==> src/stack_calculator_assert.svh <==
// assertion macros used by the stack calculator back end
// expects clk and arst_n in the scope of each use
`ifndef STACK_CALCULATOR_ASSERT_SVH
`define STACK_CALCULATOR_ASSERT_SVH

// same-cycle implication
`define SC_ASSERT_IMP(lbl, ante, cons, msg) \
	lbl: assert property (@(posedge clk) disable iff (!arst_n) (ante) |-> (cons)) \
		else $error(msg);

// next-cycle implication
`define SC_ASSERT_NEXT(lbl, ante, cons, msg) \
	lbl: assert property (@(posedge clk) disable iff (!arst_n) (ante) |=> (cons)) \
		else $error(msg);

`endif

==> src/stkc_pkg.sv <==
// stack calculator package: sizes, command and error codes, request and response types
// no dependencies
`timescale 1ns / 1ps

package stkc_pkg;

	localparam int STACK_DEPTH = 1024;
	localparam int DATA_W      = 32;
	localparam int POS_W       = 10;
	localparam int COUNT_OUT_W = 11;
	localparam int ADDR_W      = $clog2(STACK_DEPTH);
	localparam int CNT_W       = $clog2(STACK_DEPTH + 1);
	localparam int CMP_W       = ((CNT_W > POS_W) ? CNT_W : POS_W) + 1;
	localparam int QUEUE_DEPTH = 2;
	localparam int QPTR_W      = $clog2(QUEUE_DEPTH);
	localparam int QCNT_W      = $clog2(QUEUE_DEPTH + 1);
	localparam int DIV_STEPS   = DATA_W;
	localparam int DIV_CNT_W   = $clog2(DIV_STEPS + 1);

	typedef enum logic [2:0] {
		CMD_PUSH     = 3'd0,
		CMD_POP      = 3'd1,
		CMD_PEEK_TOP = 3'd2,
		CMD_PEEK_BOT = 3'd3,
		CMD_ADD      = 3'd4,
		CMD_SUB      = 3'd5,
		CMD_MUL      = 3'd6,
		CMD_DIV      = 3'd7
	} cmd_t;

	typedef enum logic [2:0] {
		ERR_OK      = 3'd0,
		ERR_FULL    = 3'd1,
		ERR_EMPTY   = 3'd2,
		ERR_INDEX   = 3'd3,
		ERR_FEW     = 3'd4,
		ERR_DIVZERO = 3'd5
	} err_t;

	typedef enum logic [2:0] {
		OP_PUSH,
		OP_POP,
		OP_PEEK_TOP,
		OP_PEEK_BOT,
		OP_ARITH
	} op_kind_t;

	typedef enum logic [1:0] {
		ALU_ADD,
		ALU_SUB,
		ALU_MUL,
		ALU_DIV
	} alu_op_t;

	typedef enum logic [2:0] {
		ST_IDLE,
		ST_RD1,
		ST_RD2,
		ST_DIV,
		ST_FINISH
	} back_state_t;

	typedef struct packed {
		cmd_t                     cmd;
		logic signed [DATA_W-1:0] push_value;
		logic [POS_W-1:0]         position;
	} req_t;

	typedef struct packed {
		logic signed [DATA_W-1:0] result_value;
		err_t                     error_code;
		logic [COUNT_OUT_W-1:0]   stack_count;
	} rsp_t;

	typedef struct packed {
		op_kind_t                 kind;
		alu_op_t                  alu;
		logic signed [DATA_W-1:0] value;
		logic [POS_W-1:0]         position;
	} entry_t;

	typedef struct packed {
		logic busy;
		logic done;
	} div_stat_t;

endpackage

==> src/stkc_front.sv <==
// front end: takes requests, classifies commands and queues them for the back end
// depends on stkc_pkg
`timescale 1ns / 1ps

module stkc_front (
	input  logic             clk,
	input  logic             arst_n,
	input  logic             req_valid,
	output logic             req_stall,
	input  stkc_pkg::req_t   req,
	output logic             q_valid,
	input  logic             q_pop,
	output stkc_pkg::entry_t q_entry
);

	import stkc_pkg::*;

	entry_t            slot_q [QUEUE_DEPTH];
	logic [QPTR_W-1:0] wr_ptr_q;
	logic [QPTR_W-1:0] rd_ptr_q;
	logic [QCNT_W-1:0] fill_q;
	logic              push;
	logic              pop;

	function automatic entry_t classify(req_t r);
		entry_t e;
		e.value    = r.push_value;
		e.position = r.position;
		e.alu      = ALU_ADD;
		unique case (r.cmd)
			CMD_PUSH:     e.kind = OP_PUSH;
			CMD_POP:      e.kind = OP_POP;
			CMD_PEEK_TOP: e.kind = OP_PEEK_TOP;
			CMD_PEEK_BOT: e.kind = OP_PEEK_BOT;
			CMD_ADD: begin
				e.kind = OP_ARITH;
				e.alu  = ALU_ADD;
			end
			CMD_SUB: begin
				e.kind = OP_ARITH;
				e.alu  = ALU_SUB;
			end
			CMD_MUL: begin
				e.kind = OP_ARITH;
				e.alu  = ALU_MUL;
			end
			default: begin
				e.kind = OP_ARITH;
				e.alu  = ALU_DIV;
			end
		endcase
		return e;
	endfunction

	function automatic logic [QPTR_W-1:0] next_ptr(logic [QPTR_W-1:0] p);
		return (p == QPTR_W'(QUEUE_DEPTH - 1)) ? '0 : p + 1'b1;
	endfunction

	assign req_stall = (fill_q == QCNT_W'(QUEUE_DEPTH));
	assign q_valid   = (fill_q != '0);
	assign q_entry   = slot_q[rd_ptr_q];
	assign push      = req_valid && !req_stall;
	assign pop       = q_pop && q_valid;

	always_ff @(posedge clk or negedge arst_n) begin
		if (!arst_n) begin
			wr_ptr_q <= '0;
			rd_ptr_q <= '0;
			fill_q   <= '0;
		end else begin
			if (push) begin
				wr_ptr_q <= next_ptr(wr_ptr_q);
			end
			if (pop) begin
				rd_ptr_q <= next_ptr(rd_ptr_q);
			end
			if (push && !pop) begin
				fill_q <= fill_q + 1'b1;
			end else if (pop && !push) begin
				fill_q <= fill_q - 1'b1;
			end
		end
	end

	always_ff @(posedge clk) begin
		if (push) begin
			slot_q[wr_ptr_q] <= classify(req);
		end
	end

endmodule

==> config.mk <==
export PLATFORM = sky130hd
export DESIGN_NAME = stkc_front
export DESIGN_NICKNAME = d
export VERILOG_FILES = /design/src/stack_calculator_assert.svh /design/src/stkc_pkg.sv /design/src/stkc_front.sv
export SDC_FILE = /design/constraint.sdc
export NUM_CORES = 1
export LEC_CHECK = 0
export BUFFER_PORTS_ARGS = -buffer_cell sky130_fd_sc_hd__buf_2
export CAP_MARGIN = 20
export CORE_ASPECT_RATIO = 0.5
export CORE_UTILIZATION = 40
export DETAILED_ROUTE_END_ITERATION = 10
export PLACE_DENSITY = 0.63
export SETUP_SLACK_MARGIN = 0.3
export SLEW_MARGIN = 20
export SYNTH_ARGS = -nofsm -noshare
export SYNTH_HDL_FRONTEND = slang
export SYNTH_SLANG_ARGS = --single-unit
==> constraint.sdc <==
create_clock -name clk -period 3.7 [get_ports clk]
set_input_delay 0.74 -clock clk [delete_from_list [all_inputs] [get_ports clk]]
set_output_delay 0.74 -clock clk [all_outputs]
set_load 0.02 [all_outputs]
# --- After elaboration in Yosys (flattened, before gate mapping) ---
# Memory sizes are Yosys's and may differ from the RTL's.
# Cells that the tools add are included.
totals:
  ram_bits: 94
  output_inout_bits: 49
  word_cells: 36
  regBits: 4
  input_bits: 49
  memories: 1
classes:
  reduce_logical: 11
  n_mux: 10
  eq_ne: 7
  n_addsub: 4
memory_table:
  columns: ["memory", "depth", "word_bits", "read_ports", "rd_clocked_by_memory_dff", "wr", "line", "source"]
  rows:
  - ["slot_q", 2, 47, 1, 0, 1, "stkc_front.sv:18", "entry_t slot_q [QUEUE_DEPTH];"]
op_table:
  columns: ["op", "count"]
  rows:
  - ["3-bit one-hot mux with 4 select lines", 1]
  - ["3-bit == test, second input constant", 3]
  - ["3-bit by 2-bit == test with 1-bit output, second input constant", 2]
  - ["2-bit two-way mux", 3]
  - ["2-bit one-hot mux with 3 select lines", 1]
  - ["5-bit OR reduction", 1]
  - ["1-bit logical AND", 4]
  - ["1-bit two-way mux", 4]
  - ["2-bit nonzero test", 2]
  - ["3-bit by 1-bit == test with 1-bit output, second input constant", 1]
  - ["1-bit zero test", 3]
  - ["3-bit zero test", 1]
  - ["3-bit two-way mux", 1]
  - ["1-bit adder, second input constant", 2]
  - ["2-bit by 1-bit adder with 2-bit output, second input constant", 1]
  - ["2-bit == test, second input constant", 1]
  - ["2-bit by 1-bit subtractor with 2-bit output, second input constant", 1]

# --- Logic depth before layout (Yosys ltp) ---
logic_depth:
  word_depth: 7
  mapped_depth: 7
  mapped_depth_nobuf: 7

# --- Worst setup path before layout ---
# No wires, ideal clock.
synth_timing:
  path_kind: "input to register"
  startpoint: "in req_valid"
  endpoint: "mem slot_q[0][0] in the netlist's numbering, enable pin"
  path_slack_ns: 0.446
  arrival_ns: 2.803
  path_stages: 2
  setup_time_ns: 0.452
  path_cell_list: "nand2_1 > nor2_1"
synth_between:
  elab_chain_cells: 3
synth_lines:
  columns: ["item", "line", "source"]
  rows:
  - ["from (decl)", "stkc_front.sv:8", "input logic req_valid,"]
  - ["1-bit logical AND", "stkc_front.sv:62", "assign push = req_valid && !req_stall;"]
  - ["1-bit two-way mux", "stkc_front.sv:86", "if (push) begin"]
  - ["1-bit two-way mux (not written as such)", "stkc_front.sv:87", "slot_q[wr_ptr_q] <= classify(req);"]
  - ["to (decl)", "stkc_front.sv:18", null]
# Every way passes these cells.

==> qor.txt <==
Setup violators final -> 0
Post-Syn Instances -> 170
Worst r2r dst -> slot_q[0][12]$_DFFE_PP_
Via count of the first global-routing pass -> 1,945
Vias per std cell -> 4.580
Slew margin rel. -> 0.5264
Library cells used by synthesis -> 18
Worst Path Arrival -> 1.93 ns
Placeable Area -> 0.008828 mm2
Cts repair resizes -> 0
Synth Area per Inst -> 21.75 um2
Count of port buffers added during placement -> 97
Clock Sink Count -> 98
Post-Synthesis Cell Area -> 0.003697 mm2
CTS Buffer Depth -> 2
Mapped Nets -> 220
Achievable frequency -> 374.1 MHz
YS warnings -> 0
Maximum fanout along the worst path -> 25
CTS Buf Count -> 9
Count of flip-flops with a built-in enable after synthesis -> 94
First-pass GRT wire length -> 9.411 mm
Area of the die -> 0.009655 mm2
Synthesis-to-layout area growth -> 24.70%
Class of the tightest hold or removal check -> in2async
DR pass1 iterations -> 4
Post-route fraction of the period consumed by the critical path -> 0.7226
Maximum cell stage delay along the critical path -> 0.78 ns
Final net count -> 324
Async set-or-reset flop fraction in the synthesized netlist -> 0.04082
Initial core utilization -> 0.4188
Seq/Total Area, Yosys -> 0.7905
Final critical-path setup slack -> 1.027 ns
Synth area leader -> edfxtp_1
Root buffer cell -> clkbuf_16
CP cell instances -> buf_12 -> mux2_2 -> buf_2
Total buffers and inverters traversed by the critical path -> 2
Internal power -> 2.596 mW
Cell at the slowest stage of the critical path -> dfrtp_2
Cell types with the largest area share after synthesis -> edfxtp_1, mux2_2, mux2_4
Number of max-capacitance violations reported -> 0
Critical register-to-register path startpoint -> fill_q[0]$_DFFE_PN0P_
CTS Hold Bufs -> 0
Register-to-register setup slack -> 1.80 ns
Number of diodes -> 0
Pwr dens -> 820.6 mW/mm2
Net switching component of the power -> 1.188 mW
Maximum level of the CTS H-tree -> 3
Required time worst endpoint -> 2.96 ns
Worst clock skew -> 0.002560 ns
Category of the critical setup timing path -> reg2out
1st-iter DRT viols -> 85
Minimum setup slack after placement -> 1.347 ns
Portion of total power attributed to combinational logic -> 0.333
Fraction of layout instances using a drive strength above 1 -> 0.5791
Overall Global Routing Usage -> 0.1363
Final critical delay including setup and external delays -> 2.673 ns
Number of max-slew violations in the final report -> 0
Most used flip-flop cell after synthesis -> edfxtp_1
Proportion of total power due to net switching -> 0.3139
Register share of total power -> 0.438
Final sum of negative setup slack -> 0 ns
Post-route total power -> 3.783 mW
CP endpoint kind -> output pin
Clock tree from TritonCTS -> done
Average detailed-routed wire length per instance -> 15.40 um
DIE HEIGHT -> 69.98 um
Worst Max-Slew Pin Slew -> 0.7087 ns
Largest net degree at the start of global routing -> 48
Remaining Overflow, GRT -> 0
Leakage -> 1.794 nW
Standard cell area after detailed placement -> 0.004332 mm2
Element type at the critical path start -> flop
Drc violations -> 0
Number of storage elements in the synthesis netlist -> 98
Number of hold violations in the final report -> 0
Number of top-level design ports -> 98
Worst IR drop on VDD -> 0.0004944 V
Antenna violations before repair -> 0
Area share of the largest cell type after synthesis -> 0.7635
Number of vias after detailed routing -> 1,809
Setup repair after global routing missed its margin -> false
Std cell rows -> 24
Clk network pwr share -> 0.229
Run status -> completed
Clock edge transition at the registers on the reported setup and hold paths -> 0.06 ns
CP delay by family, top -> flip-flops
Total wirelength of the detailed-routed design -> 6.082 mm
Clock network latency to the later pin of the worst-skew pair -> 0.33 ns
Detail Route Antenna Nets -> 0
Final design instance area without fill -> 0.004611 mm2
Global placer's final weighted congestion -> 0.7059
Number of cells traversed by the worst register-to-register path -> 4
Post-CTS setup-driven buffer insertion count -> 0
HPWL after DPL -> 4.079 mm
Die Wd -> 138.0 um
-- routing by layer --
layer	part of all wire	global-route usage	wire length, um
met2	0.54	0.2428	3310
met3	0.044	0.04503	268
met5	0	0	0
met4	0.016	0.06159	98
met1	0.40	0.1462	2403
-- logic make-up (layout without fill, tap and decap cells) --
logic type / count (synthesis) / after routing / share of synthesized area
mux: 47 / 47 / 0.1635
xor+xnor: 5 / 5 / 0.01185
flops: 98 / 98 / 0.7905
fa+ha+maj: 1 / 1 / 0.003384
simple gates: 11 / 11 / 0.01591
buf+inv: 8 / 116 / 0.01489
-- power groups by stage --
| stage | registers, mW | clock network (mW) | logic, mW |
|---|---|---|---|
| after floorplan | 1.61 | 0 | 0.979 |
| after global placement | 1.67 | 0 | 1.26 |
| after detailed placement | 1.69 | 0 | 1.28 |
| after CTS | 1.66 | 0.888 | 1.28 |
| after global routing | 1.68 | 0.930 | 1.36 |
| final | 1.66 | 0.868 | 1.26 |
-- area by class of cell --
cell class / count / area (um2)
Clock inverter: 5 / 46.29
Inverter: 2 / 7.507
Multi-Input combinational cell: 64 / 732.0
Tap cell: 117 / 146.4
Clock buffer: 10 / 229.0
Fill cell: 762 / 4218
Sequential cell: 98 / 2924
Timing Repair Buffer: 99 / 525.5
-- state kept, by name (all words and copies together), names as in the netlist --
register	cells
fill_q	2
slot_q	94
rd_ptr_q	1
wr_ptr_q	1
-- worst max path at each step --
stage,startpoint,end,slack (ns),cells past startpoint
after floorplan,req_valid,slot_q[0][0]$_DFFE_PP_,0.45,2
after global placement,rd_ptr_q$_DFFE_PN0P_,q_entry[8],1.40,3
after detailed placement,rd_ptr_q$_DFFE_PN0P_,q_entry[8],1.35,3
after CTS,rd_ptr_q$_DFFE_PN0P_,q_entry[8],0.98,3
after global routing,rd_ptr_q$_DFFE_PN0P_,q_entry[8],0.93,3
final,rd_ptr_q$_DFFE_PN0P_,q_entry[8],1.03,3
-- cells in the mapped netlist (all sizes together) (2+ instances only) --
| cell type | n |
|---|---|
| and2 | 2 |
| buf | 5 |
| dfrtp | 4 |
| edfxtp | 94 |
| inv | 2 |
| mux2 | 47 |
| nand2 | 2 |
| nor2 | 2 |
| nor2b | 2 |
| xnor2 | 3 |
| xor2 | 2 |
-- cell usage in the layout (no fill, tap or decap), types with 3 or more instances in the layout --
master	netlist	final
buf_2	2	97
edfxtp_1	94	94
mux2_2	27	27
mux2_4	20	20
clkbuf_16	0	9
xnor2_1	3	3
clkinv_1	0	3
dfrtp_1	4	3
-- per-stage QoR --
stage,cells,hold WS (ns),utilization
2_1_floorplan,170,0.4444,-
3_3_place_gp,380,0.4699,0.4906
3_5_place_dp,380,0.4833,0.4906
4_1_cts,395,0.1898,0.5218
5_1_grt,395,0.1956,0.5223
6_report,395,0.2014,0.5223
No activity file was read; power rests on OpenSTA's default activity.
